File: src/xopc_pkg.sv
// Package for the x86 opcode pattern counter: sizes, operation codes,
// counter indexes, queue entry type and the pattern classifier function.
// No dependencies.
package xopc_pkg;

  localparam int WindowBytes  = 10;
  localparam int CounterBits  = 48;
  localparam int NumCounters  = 20;
  localparam int CntIdxBits   = 5;
  localparam int FillBits     = 4;

  typedef enum logic [1:0] {
    OP_BYTE  = 2'd0,
    OP_READ  = 2'd1,
    OP_CLEAR = 2'd2,
    OP_NONE  = 2'd3
  } op_e;

  localparam logic [4:0] C_BYTES    = 5'd0;
  localparam logic [4:0] C_PUSH     = 5'd1;
  localparam logic [4:0] C_POP      = 5'd2;
  localparam logic [4:0] C_CALL     = 5'd3;
  localparam logic [4:0] C_ICALL    = 5'd4;
  localparam logic [4:0] C_RET      = 5'd5;
  localparam logic [4:0] C_LEAVE    = 5'd6;
  localparam logic [4:0] C_JCC      = 5'd7;
  localparam logic [4:0] C_JMP      = 5'd8;
  localparam logic [4:0] C_SETCC    = 5'd9;
  localparam logic [4:0] C_MOVSXD   = 5'd10;
  localparam logic [4:0] C_SYSCALL  = 5'd11;
  localparam logic [4:0] C_PROLOGUE = 5'd12;
  localparam logic [4:0] C_SSUB     = 5'd13;
  localparam logic [4:0] C_SADD     = 5'd14;
  localparam logic [4:0] C_SLOAD    = 5'd15;
  localparam logic [4:0] C_SSTORE   = 5'd16;
  localparam logic [4:0] C_XORZ     = 5'd17;
  localparam logic [4:0] C_MOVZ     = 5'd18;
  localparam logic [4:0] C_LEA      = 5'd19;

  typedef logic [7:0] byte_t;
  typedef byte_t [WindowBytes-1:0] win_t;

  // Command handed from the front to the back.
  typedef enum logic [1:0] {
    CMD_BUMP  = 2'd0,
    CMD_READ  = 2'd1,
    CMD_CLEAR = 2'd2
  } cmd_e;

  typedef struct packed {
    cmd_e            cmd;
    logic            hit;   // bump: pattern counter valid
    logic [4:0]      idx;   // pattern counter or read select
    logic            tot;   // bump: also count one byte
  } cmd_t;

  typedef struct packed {
    logic       hit;
    logic [4:0] idx;
    logic [3:0] skip;
  } cls_t;

  function automatic logic is_rex(input byte_t b);
    return b[7:4] == 4'h4;
  endfunction

  function automatic logic reg_self(input byte_t m);
    return m[7:6] == 2'b11 && m[5:3] == m[2:0];
  endfunction

  function automatic cls_t mk(input logic [4:0] idx, input int unsigned s);
    cls_t r;
    r.hit  = 1'b1;
    r.idx  = idx;
    r.skip = s[3:0];
    return r;
  endfunction

  // Test one position: p[0] first byte, m bytes visible (1..WindowBytes).
  function automatic cls_t classify(input win_t p, input logic [FillBits-1:0] m);
    cls_t r;
    byte_t b0, b1, b2, op, modrm;
    int unsigned j, len, mi, disp;
    logic z, ld, st;
    r = '0;
    mi = int'(m);
    b0 = p[0];
    b1 = (mi > 1) ? p[1] : 8'h00;
    b2 = (mi > 2) ? p[2] : 8'h00;
    j = is_rex(b0) ? 1 : 0;
    op = p[j];
    modrm = p[j+1];
    ld = (op == 8'h8A || op == 8'h8B);
    st = (op == 8'h88 || op == 8'h89);
    disp = (modrm[7:6] == 2'd1) ? 1 : ((modrm[7:6] == 2'd2) ? 4 : 0);
    len = b0[3] ? 8 : 4;
    z = 1'b1;
    for (int k = 0; k < 8; k++) begin
      if (k < len && p[2+k] != 8'h00) z = 1'b0;
    end
    if (mi > 3 && b0 == 8'h55 && b1 == 8'h48 && b2 == 8'h89 && p[3] == 8'hE5)
      r = mk(C_PROLOGUE, 3);
    else if (b0 == 8'h0F && mi > 1 && b1 == 8'h05) r = mk(C_SYSCALL, 1);
    else if (b0 == 8'hC9) r = mk(C_LEAVE, 0);
    else if (mi > 3 && b0 == 8'h48 && b1 == 8'h83 && b2 == 8'hEC) r = mk(C_SSUB, 3);
    else if (mi > 6 && b0 == 8'h48 && b1 == 8'h81 && b2 == 8'hEC) r = mk(C_SSUB, 6);
    else if (mi > 3 && b0 == 8'h48 && b1 == 8'h83 && b2 == 8'hC4) r = mk(C_SADD, 3);
    else if (mi > 6 && b0 == 8'h48 && b1 == 8'h81 && b2 == 8'hC4) r = mk(C_SADD, 6);
    else if (b0 == 8'hFF && mi > 1 && b1[5:3] == 3'd2) r = mk(C_ICALL, 1);
    else if (b0 == 8'h8D) r = mk(C_LEA, 0);
    else if (is_rex(b0) && mi > 1 && b1 == 8'h8D) r = mk(C_LEA, 1);
    else if ((b0 == 8'h31 || b0 == 8'h33) && mi > 1 && reg_self(b1)) r = mk(C_XORZ, 1);
    else if (is_rex(b0) && mi > 2 && (b1 == 8'h31 || b1 == 8'h33) && reg_self(b2))
      r = mk(C_XORZ, 2);
    else if (b0 >= 8'hB8 && b0 <= 8'hBF && mi > 4 && p[1] == 0 && p[2] == 0 &&
             p[3] == 0 && p[4] == 0)
      r = mk(C_MOVZ, 4);
    else if (is_rex(b0) && mi > 1 && b1 >= 8'hB8 && b1 <= 8'hBF && 1 + len < mi && z)
      r = mk(C_MOVZ, 1 + len);
    else if ((ld || st) && j + 2 < mi && modrm[7:6] != 2'd3 && modrm[2:0] == 3'd4 &&
             p[j+2][2:0] == 3'd4)
      r = mk(ld ? C_SLOAD : C_SSTORE, j + 2 + disp);
    else if (b0 == 8'h41 && mi > 1 && b1 >= 8'h50 && b1 <= 8'h57) r = mk(C_PUSH, 1);
    else if (b0 == 8'h41 && mi > 1 && b1 >= 8'h58 && b1 <= 8'h5F) r = mk(C_POP, 1);
    else if (b0 >= 8'h48 && b0 <= 8'h4F && mi > 1 && b1 == 8'h63) r = mk(C_MOVSXD, 1);
    else if (is_rex(b0) && mi > 2 && b1 == 8'h0F && b2[7:4] == 4'h9) r = mk(C_SETCC, 2);
    else if (b0 == 8'h0F && mi > 1 && b1[7:4] == 4'h9) r = mk(C_SETCC, 1);
    else if (b0 == 8'h0F && mi > 1 && b1[7:4] == 4'h8) r = mk(C_JCC, mi > 5 ? 5 : 0);
    else if (b0 >= 8'h70 && b0 <= 8'h7F) r = mk(C_JCC, mi > 1 ? 1 : 0);
    else if (b0 == 8'hE8) r = mk(C_CALL, mi > 4 ? 4 : 0);
    else if (b0 == 8'hE9) r = mk(C_JMP, mi > 4 ? 4 : 0);
    else if (b0 == 8'hEB) r = mk(C_JMP, mi > 1 ? 1 : 0);
    else if (b0 == 8'hC3) r = mk(C_RET, 0);
    else if (b0 == 8'hC2) r = mk(C_RET, mi > 2 ? 2 : 0);
    else if (b0 >= 8'h50 && b0 <= 8'h57) r = mk(C_PUSH, 0);
    else if (b0 >= 8'h58 && b0 <= 8'h5F) r = mk(C_POP, 0);
    else if (b0 == 8'h63) r = mk(C_MOVSXD, 0);
    return r;
  endfunction

endpackage

File: src/xopc_front.sv
// Front end: look-ahead window, skip tracking, section flush, classifier.
// Emits at most one command per cycle into the queue, stalling while the queue is full. Depends on xopc_pkg.
module xopc_front (
  input  logic                 clk_i,
  input  logic                 rst_ni,
  input  logic                 in_valid_i,
  output logic                 in_ready_o,
  input  logic [1:0]           opcode_i,
  input  logic [7:0]           code_byte_i,
  input  logic                 section_end_i,
  input  logic [4:0]           counter_select_i,
  output logic                 cmd_valid_o,
  input  logic                 cmd_ready_i,
  output xopc_pkg::cmd_t       cmd_o
);
  import xopc_pkg::*;

  win_t                win_q, win_d;
  logic [FillBits-1:0] fill_q, fill_d;
  logic [3:0]          skip_q, skip_d;
  logic                flush_q, flush_d;
  logic [FillBits-1:0] pos_q, pos_d;

  win_t                win_in;
  logic [FillBits-1:0] fill_in;
  win_t                tpos;
  logic [FillBits-1:0] m;
  cls_t                cls;
  logic                acc, visit;
  op_e                 op;

  assign op = op_e'(opcode_i);
  assign in_ready_o = !flush_q && cmd_ready_i;
  assign acc = in_valid_i && in_ready_o;

  // Window after inserting the byte (used in the same cycle on a full window).
  always_comb begin
    win_in  = win_q;
    fill_in = fill_q;
    if (fill_q < FillBits'(WindowBytes)) begin
      win_in[fill_q] = code_byte_i;
      fill_in = fill_q + 1'b1;
    end
  end

  // Position under test: the window head, or the flush position.
  always_comb begin
    tpos = '0;
    for (int k = 0; k < WindowBytes; k++) begin
      if (flush_q) begin
        if (k + int'(pos_q) < WindowBytes) tpos[k] = win_q[k + int'(pos_q)];
      end else begin
        tpos[k] = win_in[k];
      end
    end
    m = flush_q ? fill_q - pos_q : fill_in;
  end

  assign cls = classify(tpos, m);

  always_comb begin
    win_d = win_q; fill_d = fill_q; skip_d = skip_q;
    flush_d = flush_q; pos_d = pos_q;
    visit = 1'b0;
    cmd_valid_o = 1'b0;
    cmd_o = '0;
    if (flush_q) begin
      if (cmd_ready_i) begin
        visit = 1'b1;
        if (pos_q + 1'b1 >= fill_q) begin
          flush_d = 1'b0; win_d = '0; fill_d = '0; skip_d = '0; pos_d = '0;
          visit = 1'b0;
          cmd_valid_o = 1'b1;
          cmd_o.cmd = CMD_BUMP;
          cmd_o.hit = (skip_q == 0) && cls.hit;
          cmd_o.idx = cls.idx;
        end else begin
          pos_d = pos_q + 1'b1;
        end
      end
    end else if (acc) begin
      unique case (op)
        OP_READ: begin
          cmd_valid_o = 1'b1;
          cmd_o.cmd = CMD_READ;
          cmd_o.idx = counter_select_i;
        end
        OP_CLEAR: begin
          cmd_valid_o = 1'b1;
          cmd_o.cmd = CMD_CLEAR;
        end
        OP_BYTE: begin
          cmd_valid_o = 1'b1;
          cmd_o.cmd = CMD_BUMP;
          cmd_o.tot = 1'b1;
          win_d = win_in; fill_d = fill_in;
          if (section_end_i) begin
            flush_d = 1'b1; pos_d = '0;
          end else if (fill_in >= FillBits'(WindowBytes)) begin
            cmd_o.hit = (skip_q == 0) && cls.hit;
            cmd_o.idx = cls.idx;
            skip_d = (skip_q != 0) ? skip_q - 1'b1 : cls.skip;
            for (int k = 0; k < WindowBytes - 1; k++) win_d[k] = win_in[k+1];
            win_d[WindowBytes-1] = '0;
            fill_d = fill_in - 1'b1;
          end
        end
        default: ;
      endcase
    end
    if (visit) begin
      cmd_valid_o = (skip_q == 0) && cls.hit;
      cmd_o.cmd = CMD_BUMP;
      cmd_o.hit = 1'b1;
      cmd_o.idx = cls.idx;
      skip_d = (skip_q != 0) ? skip_q - 1'b1 : cls.skip;
    end
  end

  always_ff @(posedge clk_i or negedge rst_ni) begin
    if (!rst_ni) begin
      win_q <= '0; fill_q <= '0; skip_q <= '0; flush_q <= 1'b0; pos_q <= '0;
    end else begin
      win_q <= win_d; fill_q <= fill_d; skip_q <= skip_d;
      flush_q <= flush_d; pos_q <= pos_d;
    end
  end
endmodule

File: src/xopc_queue.sv
// Two-entry command queue between front and back.
// Depends on xopc_pkg.
module xopc_queue (
  input  logic           clk_i,
  input  logic           rst_ni,
  input  logic           wr_valid_i,
  output logic           wr_ready_o,
  input  xopc_pkg::cmd_t wr_data_i,
  output logic           rd_valid_o,
  input  logic           rd_ready_i,
  output xopc_pkg::cmd_t rd_data_o
);
  import xopc_pkg::*;

  cmd_t       mem_q [2];
  logic       wp_q, rp_q;
  logic [1:0] cnt_q;
  logic       wr, rd;

  assign wr_ready_o = cnt_q != 2'd2;
  assign rd_valid_o = cnt_q != 2'd0;
  assign rd_data_o  = mem_q[rp_q];
  assign wr = wr_valid_i && wr_ready_o;
  assign rd = rd_valid_o && rd_ready_i;

  always_ff @(posedge clk_i) begin
    if (wr) mem_q[wp_q] <= wr_data_i;
  end

  always_ff @(posedge clk_i or negedge rst_ni) begin
    if (!rst_ni) begin
      wp_q <= 1'b0; rp_q <= 1'b0; cnt_q <= '0;
    end else begin
      if (wr) wp_q <= !wp_q;
      if (rd) rp_q <= !rp_q;
      cnt_q <= cnt_q + {1'b0, wr} - {1'b0, rd};
    end
  end
endmodule

File: src/xopc_back.sv
// Back end: saturating counter bank, read and clear, output register.
// Depends on xopc_pkg.
module xopc_back (
  input  logic                   clk_i,
  input  logic                   rst_ni,
  input  logic                   cmd_valid_i,
  output logic                   cmd_ready_o,
  input  xopc_pkg::cmd_t         cmd_i,
  output logic                   out_valid_o,
  input  logic                   out_ready_i,
  output logic [4:0]             counter_index_o,
  output logic [xopc_pkg::CounterBits-1:0] counter_value_o
);
  import xopc_pkg::*;

  logic [CounterBits-1:0] cnt_q [NumCounters];
  logic                   ov_q;
  logic [4:0]             oi_q;
  logic [CounterBits-1:0] ovl_q;
  logic                   take;

  assign cmd_ready_o = !ov_q || out_ready_i;
  assign take = cmd_valid_i && cmd_ready_o;
  assign out_valid_o = ov_q;
  assign counter_index_o = oi_q;
  assign counter_value_o = ovl_q;

  always_ff @(posedge clk_i or negedge rst_ni) begin
    if (!rst_ni) begin
      for (int k = 0; k < NumCounters; k++) cnt_q[k] <= '0;
      ov_q <= 1'b0;
    end else begin
      // Load a new result, or drop the held one once it is taken.
      if (take && cmd_i.cmd == CMD_READ) ov_q <= 1'b1;
      else if (out_ready_i) ov_q <= 1'b0;
      if (take) begin
        case (cmd_i.cmd)
          CMD_CLEAR: for (int k = 0; k < NumCounters; k++) cnt_q[k] <= '0;
          CMD_READ:  ;
          default: begin
            for (int k = 0; k < NumCounters; k++) begin
              if (((cmd_i.tot && k == int'(C_BYTES)) ||
                   (cmd_i.hit && k == int'(cmd_i.idx))) && !(&cnt_q[k]))
                cnt_q[k] <= cnt_q[k] + 1'b1;
            end
          end
        endcase
      end
    end
  end

  always_ff @(posedge clk_i) begin
    if (take && cmd_i.cmd == CMD_READ) begin
      oi_q  <= cmd_i.idx;
      ovl_q <= (cmd_i.idx < CntIdxBits'(NumCounters)) ? cnt_q[cmd_i.idx] : '0;
    end
  end
endmodule

File: src/x86_opcode_pattern_counter_core.sv
// Top level of the x86 opcode pattern counter: front classifier, command
// queue and counter back end. Depends on xopc_pkg and the xopc_* modules.
//
//  channel | direction | signals
//  in      | input     | in_valid_i/in_ready_o, opcode_i, code_byte_i,
//          |           | section_end_i, counter_select_i
//  out     | output    | out_valid_o/out_ready_i, counter_index_o, counter_value_o
//
// A code byte with the section-end flag starts a flush in which the single
// classifier walks the buffered bytes (up to 10) one position at a time.
// The back end applies one command per cycle from a two-entry queue, and a
// read result waits in the output register, stalling the queue only while
// it is not taken. Reset clears window, skip, flush and all counters at
// once.
module x86_opcode_pattern_counter_core (
  input  logic        clk_i,
  input  logic        rst_ni,
  input  logic        in_valid_i,
  output logic        in_ready_o,
  input  logic [1:0]  opcode_i,
  input  logic [7:0]  code_byte_i,
  input  logic        section_end_i,
  input  logic [4:0]  counter_select_i,
  output logic        out_valid_o,
  input  logic        out_ready_i,
  output logic [4:0]  counter_index_o,
  output logic [47:0] counter_value_o
);
  import xopc_pkg::*;

  cmd_t f_cmd, b_cmd;
  logic f_valid, f_ready, b_valid, b_ready;

  // Classify and window incoming bytes.
  xopc_front u_front (
    .clk_i, .rst_ni, .in_valid_i, .in_ready_o, .opcode_i, .code_byte_i,
    .section_end_i, .counter_select_i,
    .cmd_valid_o(f_valid), .cmd_ready_i(f_ready), .cmd_o(f_cmd)
  );

  // Decouple classification from counting.
  xopc_queue u_queue (
    .clk_i, .rst_ni,
    .wr_valid_i(f_valid), .wr_ready_o(f_ready), .wr_data_i(f_cmd),
    .rd_valid_o(b_valid), .rd_ready_i(b_ready), .rd_data_o(b_cmd)
  );

  // Count, read and clear.
  xopc_back u_back (
    .clk_i, .rst_ni, .cmd_valid_i(b_valid), .cmd_ready_o(b_ready), .cmd_i(b_cmd),
    .out_valid_o, .out_ready_i, .counter_index_o, .counter_value_o
  );

  // A stalled result must hold its payload.
  a_out_hold: assert property (@(posedge clk_i) disable iff (!rst_ni)
    out_valid_o && !out_ready_i |=> out_valid_o && $stable(counter_value_o))
    else $error("result changed while stalled");

  // Input is never taken while the front cannot push into the queue.
  a_no_overrun: assert property (@(posedge clk_i) disable iff (!rst_ni)
    in_ready_o |-> f_ready)
    else $error("input accepted with queue full");

  // A command the back end does not take stays valid in the queue.
  a_queue_valid: assert property (@(posedge clk_i) disable iff (!rst_ni)
    b_valid && !b_ready |=> b_valid)
    else $error("queue lost a command");
endmodule

File: config.mk
export PLATFORM = sky130hd
export DESIGN_NAME = x86_opcode_pattern_counter_core
export DESIGN_NICKNAME = d
export VERILOG_FILES = /design/src/xopc_pkg.sv /design/src/xopc_front.sv /design/src/xopc_queue.sv /design/src/xopc_back.sv /design/src/x86_opcode_pattern_counter_core.sv
export SDC_FILE = /design/constraint.sdc
export NUM_CORES = 2
export LEC_CHECK = 0
export ABC_CLOCK_PERIOD_IN_PS = 16500
export BUFFER_PORTS_ARGS = -buffer_cell sky130_fd_sc_hd__buf_2
export CORE_MARGIN = 3
export CORE_UTILIZATION = 28
export DETAILED_ROUTE_END_ITERATION = 10
export HOLD_SLACK_MARGIN = 0.1
export PLACE_DENSITY_LB_ADDON = 0.25
export SLEW_MARGIN = 20
export SYNTH_ARGS = -nofsm -noshare
export SYNTH_HDL_FRONTEND = slang
export SYNTH_SLANG_ARGS = --single-unit
File: constraint.sdc
create_clock -name clk_i -period 16.5 [get_ports clk_i]
set_clock_uncertainty 0.05 [all_clocks]
set_input_delay 2.475 -clock clk_i [delete_from_list [all_inputs] [get_ports clk_i]]
set_output_delay 2.475 -clock clk_i [all_outputs]
set_load 0.05 [all_outputs]
======== Word-level counts from Yosys, hierarchy flattened ========
Memory sizes are Yosys's and may differ from the RTL's.
Index checks and enable logic that the tools add are counted.
storage, ports and cells
  flip-flop bits (word level) ............. 1111
  RAM bits ................................ 18
  bits of input ports ..................... 20
  output and inout bits ................... 55
  logic and storage cells ................. 639
  memories ................................ 1
operators by class
  $add $sub $neg .......................... 40
  magnitude comparators ................... 62
  eq/ne operators ......................... 75
  mux-type cells .......................... 191
  bitwise logic cells ..................... 2
  reductions and logical operators ........ 228
memory list
  memory         words  bits a word  read ports  clocked after memory_dff  wr ports  RTL line          RTL
  u_queue.mem_q  2      9            1           0                         1         xopc_queue.sv:15  cmd_t mem_q [2];
operator list
  operator                                                                       number
  960-bit case mux with 2 select lines                                           1
  48-bit 2-to-1 mux                                                              22
  48-bit by 1-bit adder with 48-bit output, second input constant                20
  48-bit AND reduction                                                           20
  80-bit 2-to-1 mux                                                              8
  8-bit binary-select mux with 4-bit select                                      13
  32-bit by 5-bit less-than comparator with 1-bit output, second input constant  12
  8-bit 2-to-1 mux                                                               47
  10-bit 2-to-1 mux                                                              30
  32-bit by 6-bit less-than comparator with 1-bit output, second input constant  9
  48-bit binary-select mux with 5-bit select                                     1
  8-bit == test, second input constant                                           19
  3-bit by 32-bit less-than comparator with 1-bit output, first input constant   4
  1-bit logical AND                                                              109
  4-bit 2-to-1 mux                                                               24
  80-bit bitwise mux                                                             1
  1-bit by 32-bit less-than comparator with 1-bit output, first input constant   2
  2-bit by 32-bit less-than comparator with 1-bit output, first input constant   2
  32-bit by 4-bit less-than comparator with 1-bit output                         2
  8-bit nonzero test                                                             8
  5-bit == test, first input constant                                            12
  3-bit AND reduction                                                            20
  2-bit nonzero test                                                             25
  8-bit by 7-bit == test with 1-bit output, second input constant                6
  other kinds (67)                                                               181

======== Longest topological paths before layout ========
  depth in word-level cells ............... 45
  mapped depth ............................ 27

======== Cells and area by module ========
From an unflattened synthesis, not the netlist that was laid out.
second synthesis, totals
  cells, all modules ...................... 8458
  area total of the unflattened synthesis .. 75444.9 sq um
modules (own cells, without submodules)
  module      times used  cells an instance  area an instance (sq um)
  xopc_back   1           6898               62666.4
  xopc_front  1           1510               11897.7
  xopc_queue  1           50                 880.8

======== Worst setup path before layout ========
Ideal clock, no wire load.
  kind .................................... in2reg
  start ................................... input port code_byte_i[3]
  end ..................................... memory u_queue.mem_q[1][0] in the netlist's numbering (enable)
  setup time .............................. 374 ps
  data arrival time ....................... 5267 ps
  slack ................................... 10810 ps
  stages on the path ...................... 14
  path buffers ............................ 1
  cells stage by stage .................... buf_1 > mux2i_1 > o22a_1 > nand2_1 > inv_1 > ha_1 > a21o_1 > a211o_1 > nor4_1 > nand4_1 > o211a_1 > nand4b_2 > nor3_2 > nor3b_2
on the way
  word-level cells in the longest chain between the ends .. 39
  elaborated cells on any way between the ends .. 198
  those cells by class .................... add/sub: 1; order compare: 25; eq/ne: 35; mux: 58; reduce/logical: 79
RTL lines
  element                                                                       RTL line                               RTL
  from (decl)                                                                   x86_opcode_pattern_counter_core.sv:21  input logic [7:0] code_byte_i,
  80-bit bitwise mux (*)                                                        xopc_front.sv:41                       win_in[fill_q] = code_byte_i;
  80-bit 2-to-1 mux (*)                                                         xopc_front.sv:40                       if (fill_q < FillBits'(WindowBytes)) begin
  8-bit 2-to-1 mux                                                              xopc_front.sv:50                       if (flush_q) begin
  8-bit by 7-bit >= comparator with 1-bit output, or another cell as far along  xopc_pkg.sv:136                        else if (b0 >= 8'h58 && b0 <= 8'h5F) r = mk(C_POP, 0);
  1-bit logical AND or 10-bit 2-to-1 mux (tied branches)                        xopc_pkg.sv:136, xopc_pkg.sv:137
  10-bit 2-to-1 mux                                                             xopc_pkg.sv:136
  10-bit 2-to-1 mux                                                             xopc_pkg.sv:135                        else if (b0 >= 8'h50 && b0 <= 8'h57) r = mk(C_PUSH, 0);
  10-bit 2-to-1 mux                                                             xopc_pkg.sv:134                        else if (b0 == 8'hC2) r = mk(C_RET, mi > 2 ? 2 : 0);
  (+23 left out)                                                                --
  10-bit 2-to-1 mux                                                             xopc_pkg.sv:104                        else if (b0 == 8'hC9) r = mk(C_LEAVE, 0);
  10-bit 2-to-1 mux                                                             xopc_pkg.sv:103                        else if (b0 == 8'h0F && mi > 1 && b1 == 8'h05) r = mk(C_SYSCALL, 1);
  10-bit 2-to-1 mux (*)                                                         xopc_pkg.sv:101                        if (mi > 3 && b0 == 8'h55 && b1 == 8'h48 && b2 == 8'h89 && p[3] == 8'hE5)
  1-bit logical AND (*)                                                         xopc_front.sv:112                      cmd_valid_o = (skip_q == 0) && cls.hit;
  1-bit 2-to-1 mux (*)                                                          xopc_front.sv:111                      if (visit) begin
  1-bit logical AND (*)                                                         xopc_queue.sv:23                       assign wr = wr_valid_i && wr_ready_o;
  1-bit 2-to-1 mux (*)                                                          xopc_queue.sv:27                       if (wr) mem_q[wp_q] <= wr_data_i;
  1-bit 2-to-1 mux (implied by the code) (*)                                    xopc_queue.sv:27
  to (decl)                                                                     xopc_queue.sv:15
Every way passes the cells marked *; elsewhere a longest branch is shown, timed or not. The select of a mux whose other input is x is not followed.

======== Worst setup path after layout ========
  start ................................... input port out_ready_i
  end ..................................... register u_back.cnt_q[527] in the netlist's numbering
on the way
  word-level cells in the longest chain between the ends .. 3
RTL lines
  element                          RTL line                               RTL
  from (decl)                      x86_opcode_pattern_counter_core.sv:25  input logic out_ready_i,
  1-bit logical OR                 xopc_back.sv:22                        assign cmd_ready_o = !ov_q || out_ready_i;
  1-bit logical AND                xopc_back.sv:23                        assign take = cmd_valid_i && cmd_ready_o;
  3-bit AND reduction (no line)    --
  to (signal, indexed assignment)  xopc_back.sv:44                        cnt_q[k] <= cnt_q[k] + 1'b1;
  to (decl)                        xopc_back.sv:16                        logic [CounterBits-1:0] cnt_q [NumCounters];
Every way passes these cells.
A chain may end at the register's enable or synchronous reset.

==> impl_results.md <==
* Syn Area/Cell at about 8.9 sq um
* Die ar. at about 250,000 sq um
* Pwr dens at ~150 nW/um^2
* CTS tree: built
* Hold buffers post-CTS at 0
* CP max stage delay at 0.86 ns
* Fin nets at 7,682
* Vias per Instance at between 5 and 6
* GR Util met1 at between 30% and 40%
* Register clock-pin slew on the reported worst setup and hold paths at approximately 0.06 ns
* CP Class: primary input to register
* Max-cap viol count at 0
* Startpoint Class: primary input
* Die Wd at approximately 500 um
* Post-synth top flop: dfrtp_1
* # H-tree levels at 4
* IO Count at 75
* DRT antenna net count at 0
* Critical Path Start: out_ready_i
* Final min period at approximately 7.4 ns
* PortBufs at 74
* Mapped Nets at between 7,000 and 8,000
* Post-synth EDFFs at 71
* Slew Limit Fails at 0
* Commonest non-fill, non-tap cells in the layout: nor2_1, dfrtp_1, nand2_1, xor2_1, nand3_1
* Root Driver: clkbuf_16
* Vias at roughly 61,000
* Worst-skew pair later-pin latency at around 0.82 ns
* DP Area at between 70,000 and 80,000 sq um
* Initial antenna violation count at 14
* Critical path peak fanout at 88
* Hold path start: u_queue.cnt_q[1]
* Worst rel slew slack at 16.9%
* Status: finished clean
* Maximum clock frequency at between 100 and 150 MHz
* Post-DP HPWL at slightly below 200 mm
* Cell Rows at ~180
* Pre-Repair DR Iteration Count at 6
* Ys async rst share at between 90% and 100%
* Crit-path cells: buf_2 > nand2b_1 > o21ai_1 > buf_4 > nor2_4 > buf_4 > buf_4 > buf_4 > o21ai_1 > or3_1 > nor2_1 > and3_1 > xnor2_1 > nor2_1
* Sum Neg Setup Slack at 0 ns
* Most Crowded Layer GR: met2
* Unique masters post-synth at about 110
* Iter 0 DRT Violations at between 6,000 and 7,000
* Initial Utilization at between 20% and 30%
* Main area contributors after synthesis: dfrtp_1, xor2_1, nor2_1
* Clock buffer depth at 3
* Core area at around 240,000 sq um
* WL/cell at 24.5 um
* Final setup vio count at 0
* Share of the synthesized area in the top cell type at around two fifths
* Mapped Area at about 70,000 sq um
* M3 GR Usage at between 3 and 4%
* Cells resized by post-CTS repair at 0
* RR Startpoint: u_front.pos_q[1]
* Crit path DAT at 8.01 ns
* Share of layout cells above drive strength 1 at around 8.9%
* Fillcell total at between 20,000 and 30,000
* Utilization after layout at about a third
* Layout area overhead at 12.5%
* Postcts setup bufs at 0
* Total Routing Usage GR at roughly a fifth
* Overflow after GRT at 0
* CP top delay family: buffers and inverters
* Final hold viol count at 0
* Buffers plus inverters on the worst setup path at 5
* Most used cell, CP: buf_4
* Hold crit path type: register to register
* RD Place Congestion at roughly 0.96
* Total CTS buffers at roughly 140
* Die height at roughly 500 um
* Most common cell after layout, fill and taps aside: nor2_1
* Worst IR Drop VDD at 0.000163 V
* CP required at roughly 17 ns
* CTS sink cnt at approximately 1,100
* Period utilisation layout at around 45%
* Flops & latches, synth at between 1,000 and 1,500
* Met2 Resource Use GR at between 30% and 40%
* Worst slew pin tran at between 1 and 1.5 ns
* Number of global-route vias before repair at 58,300
* Synth area leader: dfrtp_1
* Crit end category: register
* Post-route cell area at 77,200 sq um
* Post-route DRC at 0
* Leak at between 30 and 40 nW
* Post-synthesis sequential area ratio at between 40% and 50%
* Warnings from Yosys at 0
* Slowest cell on the critical path: buf_4
* Total Wirelength at roughly 270 mm
* RSZ-0062 raised after global routing: no
* Synth Instances at 7,700
* First-pass GRT wire length at 396 mm
* Largest net degree at the start of global routing at ~170
==> area by class of cell <==
class                      instances  area (sq um)  area share [%]
antenna                            5          12.5          0.0162
clock buffer                     184          3870            5.01
clock inverter                    69           888            1.15
inverter                         120           468           0.606
multi-input combinational       6035         38100            49.4
sequential                      1129         28600            37.1
tap                             3202          4010            5.19
timing repair buffer             184          1230            1.59
==> synth_stat cells (31+ instances only) <==
library cell	number
a211oi_1	59
a21oi_1	237
a221oi_1	37
a22o_1	31
a31oi_1	45
a32o_1	32
and2_1	75
and3_1	192
and4_1	104
buf_2	31
clkbuf_1	339
dfrtp_1	1058
edfxtp_1	71
ha_1	53
inv_1	114
mux2_2	34
mux2i_1	95
mux4_2	141
nand2_1	932
nand3_1	439
nand4_1	229
nor2_1	1146
nor2b_1	31
nor3_1	197
nor4_1	78
o21ai_0	288
o221ai_1	50
o22ai_1	102
or2_2	32
or3_1	184
xnor2_1	261
xor2_1	536
==> cells by family (layout without fill, tap and decap cells) <==
family / Yosys count / count (layout) / synth area share, %
mux: 270 / 270 / 6.57
flops: 1129 / 1129 / 41.7
compound gates: 1135 / 1135 / 11.0
xor+xnor: 797 / 797 / 10.2
buf+inv: 536 / 557 / 3.14
other cells: 0 / 5 / 0
simple gates: 3779 / 3779 / 26.5
fa+ha+maj: 54 / 54 / 0.995
==> sequential cells by signal, summed over array words and instances, names as in the netlist <==
signal,flops
u_front.win_q,80
u_back.out_valid_o,1
u_back.counter_index_o,5
u_front.pos_q,4
u_back.counter_value_o,48
u_queue.rp_q,1
u_queue.cnt_q,2
u_queue.mem_q,18
u_front.flush_q,1
u_queue.wp_q,1
u_back.cnt_q,960
u_front.fill_q,4
u_front.skip_q,4
==> metal layers <==
| metal | wire [um] | vias to the layer above |
|---|---|---|
| met5 | 9 | - |
| met4 | 7450 | 2 |
| met3 | 18900 | 379 |
| met2 | 118000 | 2237 |
| met1 | 123000 | 30900 |
| li1 | - | 27400 |
==> metrics by stage <==
stage          worst slack, ns  hold WS (ns)  power [mW]  instances
2_1_floorplan            10.81         0.431        6.25       7700
3_3_place_gp              8.27         0.454        8.28      10700
3_5_place_dp              8.25         0.466        8.29      10700
4_1_cts                   9.08         0.486        11.5      10900
5_1_grt                   8.76         0.499        12.0      10900
6_report                  9.09         0.479        11.6      10900
==> worst register-to-register path, stage by stage, from the launching register on <==
cell and delay, ns:
dfrtp_1 1.02, inv_1 0.22, ha_4 0.49, clkinv_1 0.73, o21ai_0 0.65, nor2_1 0.26, a221oi_1 0.64, buf_4 0.31
nand4bb_1 0.22, nand2b_1 0.23, nor4_1 0.84, a31oi_1 0.25, nand2_1 0.24, nor3_2 0.09, nor3b_2 0.64
==> report_power, final <==
part / leakage [nW] / internal [mW] / total, mW / switching (mW)
sequential: 15.4 / 2.99 / 3.27 / 0.278
clock: 2.34 / 1.87 / 3.22 / 1.35
combinational: 13.5 / 1.29 / 5.07 / 3.78
==> path summary, 6_finish.rpt <==
check | end | slack [ns] | cells past startpoint
min in group asynchronous | u_back.cnt_q[92] | 1.59 | 1
setup / recovery | u_back.cnt_q[527] | 9.09 | 14
setup reg to reg | u_queue.mem_q[1][3] | 9.23 | 14
hold / removal | u_queue.cnt_q[1] | 0.48 | 1
max in group asynchronous | u_back.cnt_q[585] | 11.89 | 4
hold reg to reg | u_queue.cnt_q[1] | 0.48 | 1
Power figures use the tool's default switching activity.
